<file path="config.mk">
export PLATFORM = sky130hd
export DESIGN_NAME = lock_table_deadlock_detector_unit
export DESIGN_NICKNAME = d
export VERILOG_FILES = /design/src/rtl/ltdd_pkg.sv /design/src/rtl/lock_table_deadlock_detector_unit.sv
export SDC_FILE = /design/constraint.sdc
export NUM_CORES = 2
export LEC_CHECK = 0
export BUFFER_PORTS_ARGS = -buffer_cell sky130_fd_sc_hd__buf_2
export CAP_MARGIN = 20
export CORE_UTILIZATION = 25
export CTS_BUF_LIST = sky130_fd_sc_hd__clkbuf_8
export DETAILED_ROUTE_END_ITERATION = 6
export GPL_TIMING_DRIVEN = 0
export PLACE_DENSITY_LB_ADDON = 0.3
export REMOVE_ABC_BUFFERS = 1
export SLEW_MARGIN = 5
export SYNTH_ARGS = -nofsm -noshare
export SYNTH_HDL_FRONTEND = slang
export SYNTH_SLANG_ARGS = --single-unit
</file>
<file path="constraint.sdc">
create_clock -name clk -period 16.9 [get_ports clk]
set_input_delay 0 -clock clk [delete_from_list [all_inputs] [get_ports clk]]
set_output_delay 0 -clock clk [all_outputs]
set_load 0.1 [all_outputs]
</file>
<file path="src/rtl/ltdd_pkg.sv">
package ltdd_pkg;
    localparam int TABLE_DEPTH = 16;
    localparam int TXN_BITS    = 16;
    localparam int LOCK_BITS   = 16;
    localparam int IDX_BITS    = $clog2(TABLE_DEPTH);
    localparam int CNT_BITS    = $clog2(TABLE_DEPTH + 1);

    localparam int SOFT_MODE_VAL = 1;
    localparam int HARD_MODE_VAL = 2;

    localparam logic [1:0] KIND_SOFT    = 2'd0;
    localparam logic [1:0] KIND_HARD    = 2'd1;
    localparam logic [1:0] KIND_ACQUIRE = 2'd2;
    localparam logic [1:0] KIND_RELEASE = 2'd3;

    localparam logic [1:0] ERR_OK        = 2'd0;
    localparam logic [1:0] ERR_NOT_FOUND = 2'd1;
    localparam logic [1:0] ERR_FULL      = 2'd2;

    typedef struct packed {
        logic [1:0]  kind;
        logic [15:0] transaction_id;
        logic [15:0] lock_id;
    } req_t;

    typedef struct packed {
        logic       deadlock;
        logic [1:0] error_code;
    } rsp_t;
endpackage

</file>
<file path="src/rtl/lock_table_deadlock_detector_unit.sv">
// Channel | Signals                     | Payload
// in      | in_valid, in_stall          | ltdd_pkg::req_t
// out     | out_valid, out_stall        | ltdd_pkg::rsp_t
//
// One item at a time. Request/acquire: a lookup state, then reduction of
// up to 2*TABLE_DEPTH+1 passes (each edge changes at most twice) of one visit
// a cycle, each visit compared against all entries through one shared
// compare row, then a done state to present the result.
// Release: lookup, one shift step per shifted entry plus one, then the result.
// Reset clears the count and control.
// A result held under out_stall blocks new input until it is taken.
module lock_table_deadlock_detector_unit (
    input  logic           clk,
    input  logic           rst_n,
    input  logic           in_valid,
    output logic           in_stall,
    input  ltdd_pkg::req_t in_data,
    output logic           out_valid,
    input  logic           out_stall,
    output ltdd_pkg::rsp_t out_data
);
    import ltdd_pkg::*;

    localparam logic [2:0] ST_IDLE   = 3'd0;
    localparam logic [2:0] ST_FIND   = 3'd1;
    localparam logic [2:0] ST_REDUCE = 3'd2;
    localparam logic [2:0] ST_SHIFT  = 3'd3;
    localparam logic [2:0] ST_DONE   = 3'd4;

    logic [TXN_BITS-1:0]  tx_mem [TABLE_DEPTH];
    logic [LOCK_BITS-1:0] lk_mem [TABLE_DEPTH];
    logic [TABLE_DEPTH-1:0] held_reg, hard_reg, alive_reg, wheld_reg;
    logic [CNT_BITS-1:0] count_reg;
    logic [2:0] state_reg;
    logic [IDX_BITS-1:0] idx_reg;
    logic changed_reg;
    req_t req_reg;
    rsp_t rsp_reg;
    logic out_valid_reg;

    logic [TABLE_DEPTH-1:0] match, blk_held, blk_wait;
    logic found;
    logic [IDX_BITS-1:0] pos;
    logic [TXN_BITS-1:0] rq_tx;
    logic [LOCK_BITS-1:0] rq_lk;
    logic last_visit, dl;
    logic visit_change;

    assign rq_tx = TXN_BITS'(req_reg.transaction_id);
    assign rq_lk = LOCK_BITS'(req_reg.lock_id);

    always_comb
    begin
        found = 1'b0;
        pos = '0;
        dl = 1'b0;
        for (int j = 0; j < TABLE_DEPTH; j++)
        begin
            match[j] = (CNT_BITS'(j) < count_reg) && tx_mem[j] == rq_tx
                && lk_mem[j] == rq_lk;
            blk_held[j] = (IDX_BITS'(j) != idx_reg) && alive_reg[j] && !wheld_reg[j]
                && tx_mem[j] == tx_mem[idx_reg];
            blk_wait[j] = (IDX_BITS'(j) != idx_reg) && alive_reg[j] && wheld_reg[j]
                && lk_mem[j] == lk_mem[idx_reg];
            if (alive_reg[j] && hard_reg[j])
                dl = 1'b1;
        end
        for (int j = TABLE_DEPTH - 1; j >= 0; j--)
        begin
            if (match[j])
            begin
                found = 1'b1;
                pos = IDX_BITS'(j);
            end
        end
    end

    assign last_visit = (CNT_BITS'(idx_reg) + 1'b1) >= count_reg;
    assign visit_change = alive_reg[idx_reg]
        && (wheld_reg[idx_reg] ? (blk_held == '0) : (blk_wait == '0));

    always_ff @(posedge clk)
    begin
        if (state_reg == ST_IDLE && in_valid && !in_stall
            && in_data.kind != KIND_ACQUIRE && in_data.kind != KIND_RELEASE
            && count_reg < CNT_BITS'(TABLE_DEPTH))
        begin
            tx_mem[count_reg[IDX_BITS-1:0]] <= TXN_BITS'(in_data.transaction_id);
            lk_mem[count_reg[IDX_BITS-1:0]] <= LOCK_BITS'(in_data.lock_id);
        end
        else if (state_reg == ST_SHIFT && !last_visit)
        begin
            tx_mem[idx_reg] <= tx_mem[idx_reg + 1'b1];
            lk_mem[idx_reg] <= lk_mem[idx_reg + 1'b1];
        end
    end

    always_ff @(posedge clk or negedge rst_n)
    begin
        if (!rst_n)
        begin
            state_reg <= ST_IDLE;
            count_reg <= '0;
            out_valid_reg <= 1'b0;
            idx_reg <= '0;
            changed_reg <= 1'b0;
            held_reg <= '0;
            hard_reg <= '0;
            alive_reg <= '0;
            wheld_reg <= '0;
            req_reg <= '0;
            rsp_reg <= '0;
        end
        else
        begin
            if (out_valid_reg && !out_stall && state_reg != ST_DONE)
                out_valid_reg <= 1'b0;
            unique case (state_reg)
                ST_IDLE:
                begin
                    if (in_valid && !in_stall)
                    begin
                        req_reg <= in_data;
                        if (in_data.kind == KIND_SOFT || in_data.kind == KIND_HARD)
                        begin
                            if (count_reg >= CNT_BITS'(TABLE_DEPTH))
                            begin
                                rsp_reg <= '{deadlock: 1'b0, error_code: ERR_FULL};
                                state_reg <= ST_DONE;
                            end
                            else
                            begin
                                held_reg[count_reg[IDX_BITS-1:0]] <= 1'b0;
                                hard_reg[count_reg[IDX_BITS-1:0]] <=
                                    (in_data.kind == KIND_HARD);
                                count_reg <= count_reg + 1'b1;
                                state_reg <= ST_FIND;
                            end
                        end
                        else
                            state_reg <= ST_FIND;
                    end
                end
                ST_FIND:
                begin
                    if (req_reg.kind != KIND_SOFT && req_reg.kind != KIND_HARD && !found)
                    begin
                        rsp_reg <= '{deadlock: 1'b0, error_code: ERR_NOT_FOUND};
                        state_reg <= ST_DONE;
                    end
                    else if (req_reg.kind == KIND_RELEASE)
                    begin
                        idx_reg <= pos;
                        state_reg <= ST_SHIFT;
                    end
                    else
                    begin
                        for (int j = 0; j < TABLE_DEPTH; j++)
                        begin
                            alive_reg[j] <= CNT_BITS'(j) < count_reg;
                            wheld_reg[j] <= held_reg[j] ||
                                (req_reg.kind == KIND_ACQUIRE && IDX_BITS'(j) == pos);
                        end
                        if (req_reg.kind == KIND_ACQUIRE)
                            held_reg[pos] <= 1'b1;
                        idx_reg <= '0;
                        changed_reg <= 1'b0;
                        state_reg <= ST_REDUCE;
                    end
                end
                ST_REDUCE:
                begin
                    if (alive_reg[idx_reg])
                    begin
                        if (wheld_reg[idx_reg])
                        begin
                            if (blk_held == '0)
                                alive_reg[idx_reg] <= 1'b0;
                        end
                        else if (blk_wait == '0)
                            wheld_reg[idx_reg] <= 1'b1;
                    end
                    if (last_visit)
                    begin
                        idx_reg <= '0;
                        changed_reg <= 1'b0;
                        if (!(changed_reg || visit_change))
                        begin
                            rsp_reg <= '{deadlock: dl, error_code: ERR_OK};
                            state_reg <= ST_DONE;
                        end
                    end
                    else
                    begin
                        idx_reg <= idx_reg + 1'b1;
                        changed_reg <= changed_reg || visit_change;
                    end
                end
                ST_SHIFT:
                begin
                    if (last_visit)
                    begin
                        count_reg <= count_reg - 1'b1;
                        rsp_reg <= '{deadlock: 1'b0, error_code: ERR_OK};
                        state_reg <= ST_DONE;
                    end
                    else
                    begin
                        held_reg[idx_reg] <= held_reg[idx_reg + 1'b1];
                        hard_reg[idx_reg] <= hard_reg[idx_reg + 1'b1];
                        idx_reg <= idx_reg + 1'b1;
                    end
                end
                ST_DONE:
                begin
                    if (!out_valid_reg || !out_stall)
                    begin
                        out_valid_reg <= 1'b1;
                        state_reg <= ST_IDLE;
                    end
                end
                default: state_reg <= ST_IDLE;
            endcase
        end
    end

    assign in_stall = (state_reg != ST_IDLE) || (out_valid_reg && out_stall);
    assign out_valid = out_valid_reg;
    assign out_data = rsp_reg;
endmodule

</file>
==> impl_metrics.py <==
metrics = {
    "die": {
        "fp.dieW_um": 447.6,
        "fp.dieArea_um2": 200300,
        "ios": 43,
        "initial_utilization_pct": 25.17,
        "fp-row-count": 163,
        "core_area_um2": 197200,
        "fp.dieH_um": 447.6,
    },
    "setup_path": {
        "cp.required_ns": 17.70,
        "end_kind": "flop",
        "path_common_cell": "nor4_1",
        "crit_slowest_cell": "nor4_1",
        "cp.arrival_ns": 8.43,
        "critPathMaxStageDelay_ns": 0.98,
        "cp_top_family": "simple AND/OR/NAND/NOR gates",
        "critPathMaxFanout": 44,
        "start_kind": "flop",
        "cp.buffers_inverters": 4,
        "cp_cell_sequence": "buf_16 > buf_16 > nor2b_4 > buf_12 > a22oi_1 > nand2_1 > xnor2_1 > nor4_1 > a41oi_1 > nor4_1 > nor4_1 > nand4_1 > nor4_2 > buf_4 > and2_1 > a211oi_1 > a21oi_1",
        "worst-setup-path-type": "flop to flop",
    },
    "sta": {
        "fin_crit_sh_pct": 45.17,
        "hold_viol": 0,
        "setup_viol": 0,
        "finClkSkew_ns": 0.1185,
        "rsz0062_at_grt": "no",
        "tightest_slew_ns": 1.458,
        "slew_violations": 0,
        "period_minus_slack_ns": 7.634,
        "max_slew_margin_pct": 1.970,
        "fmax_mhz": 131.0,
        "tns_ns": 0,
    },
    "drt": {
        "first_pass_iters": 7,
        "routed_via_density": 6.339,
        "drc": 4,
        "drt_iter0_drc": 8335,
        "antenna_left": 0,
        "wire_per_inst_um": 50.42,
        "routed_wirelength_um": 367500,
        "num_vias": 46200,
    },
    "final_layout": {
        "fin_nets": 4581,
        "regArea_um2": 18270,
        "layout-drive-gt1-share_pct": 19.81,
        "stdcell_count": 7288,
        "layout_common_cells": "xor2_1 (551), xnor2_1 (546), edfxtp_1 (512)",
        "syn_to_final_growth_pct": 17.42,
        "multi_input_area_um2": 29800,
        "largestRegisters": "lk_mem: 256 flops, tx_mem: 256 flops",
        "final_common_cell": "xor2_1",
        "n_fill_cell": 20250,
    },
    "power_and_ir_drop": {
        "peakVddDrop_mv": 0.1408,
        "p_leak_uw": 0.01860,
        "pwr_density_cell_nw_per_um2": 229.2,
    },
    "run": {
        "cap_violations": 0,
    },
    "synth": {
        "synth_warnings": 0,
        "synth_top_flop_cell": "edfxtp_1",
        "synth-edff-count": 512,
        "avgSynthCellArea_um2": 11.04,
        "ys_ff_latch": 627,
        "syn_area_um2": 49630,
        "ys_async_sr_fraction_pct": 18.34,
        "ys_types": 99,
        "ys_seq_area_share_pct": 36.78,
        "synth_cells": 4494,
    },
    "global_route": {
        "grt_max_degree": 69,
        "grt_pass1_vias": 42120,
        "grt_pass1_wl_um": 465500,
        "track_usage_pct": 35.95,
        "antenna_found_initial": 42,
        "grt_overflow": 0,
    },
    "clock_tree": {
        "root_buffer": "clkbuf_8",
        "post-cts-setup-buffer-count": 0,
        "clk_latency_ns": 0.99,
        "cts_made_buffers": 119,
        "clock-sinks": 627,
        "clock_tree.buffer_depth": 3,
        "ctsHtreeMaxLevel": 3,
        "tritoncts": "done",
        "path_clk_slew_ns": 0.07,
    },
    "placed_design": {
        "place.gp.congestion": 1.055,
        "place_inst": 6954,
        "dp_hpwl_um": 289700,
        "io_buffers": 42,
    },
    "status": {
        "violations": "design-rule violations",
        "status": "finished, violations left",
    },
    "hold_path": {
        "min_path_type": "input pin to flop",
    },
}
cells by family (layout without fill, tap and decap cells):
group                      after synthesis  count (layout)  synth area share, %
AOI/OAI and AO/OA                      847             847                11.70
xor gates and xnor gates              1099            1099                19.41
adders and majority gates               14              14               0.3530
buffers and inverters                  431             570                4.016
DFF                                    627             627                36.78
muxes                                  523             523                17.80
other                                    0              15                    0
and+or+nand+nor                        953             953                9.948
worst reg2reg max path: cells and delay by family (launching register included):
kind	cells	cell delay (ns)
and+or+nand+nor	8	4.16
DFF	1	0.84
AOI/OAI and AO/OA	4	1.03
buffers and inverters	4	1.35
xor gates and xnor gates	1	0.14
repair_timing:
action,CTS,global route
hold endpoints to repair,689,0
gates resized for setup,0,0
hold buffers,86,0
through the flow:
stage	worst slack [ns]	cell area, µm²	hold WS [ns]	total power (µW)	util [%]
finish	9.266	58270	0.09695	13360	29.55
global route	9.287	58250	0.05506	13410	29.53
CTS	9.547	58110	0.02199	12900	29.47
detailed placement	9.564	54640	0.01826	11140	27.71
global placement	-20.91	51410	0.2502	11350	26.07
floorplan	-1.963	47890	-0.2956	7109	-
power breakdown:
part	leakage, µW	total (µW)	switching (µW)	internal, µW
registers	0.00605	2480	626	1850
logic	0.0111	9170	6120	3050
clock network	0.00142	1710	801	907
path summary, 6_finish.rpt:
kind / startpoint / to / slack (ns) / cells past startpoint
max in group asynchronous: rst_n / rq_lk[15] / 16.11 / 4
worst min-delay path: in_data[8] / rq_lk[8] / 0.1 / 3
min in group asynchronous: rst_n / hard_reg[11] / 0.16 / 4
worst max-delay path: idx_reg[0] / wheld_reg[12] / 9.27 / 17
worst min register to register: out_data[1] / out_data[1] / 0.49 / 1
worst max register to register: idx_reg[0] / wheld_reg[12] / 9.27 / 17
synth_stat cells (all sizes together) (18+ instances only):
cell     count  area [µm²]
mux2i      106        1167
nand3       87       440.4
nor2       174       660.6
a22oi       38       285.3
a211oi      27       202.7
o22a        22       192.7
clkbuf     215       807.0
a311oi      20       175.2
a31oi       65       406.6
nor3        81       410.4
nand2b      23       143.9
buf        148       930.9
inv         66       247.7
nor2b       20       125.1
nand2      200       753.2
edfxtp     512       15370
xor2       551        4826
a221oi      21       183.9
a21oi      153       795.8
o21ai      171       863.3
o221ai      33       289.0
mux2       155        1749
a32oi       18       157.7
o22ai       62       406.6
nand4      100       625.6
mux4       262        5916
nor4       144       913.4
and3        19       118.9
or2         22       137.6
o2111ai     27       236.5
o211ai      44       335.3
xnor2      548        4807
dfrtp      115        2878
and2        24       152.6
metal layers:
metal / share of wire [%] / global-route usage (%) / vias up
met5: 0.057 / 0 / -
met4: 5.9 / 17.93 / 30
met3: 12 / 11.51 / 761
met2: 41 / 51.61 / 3793
met1: 41 / 48.10 / 24370
li1: - / - / 17240
cell type report:
cell class              instances  share of cell area, %
multi-input cells            3436                  51.13
inverters                      68                 0.4552
diodes                         15                0.06441
flip-flops and latches        627                  31.35
clock inverters                90                  1.262
repair buffers                277                  6.879
well taps                    2640                  5.668
clock buffers                 135                  3.188
Power figures use the tool's default switching activity.
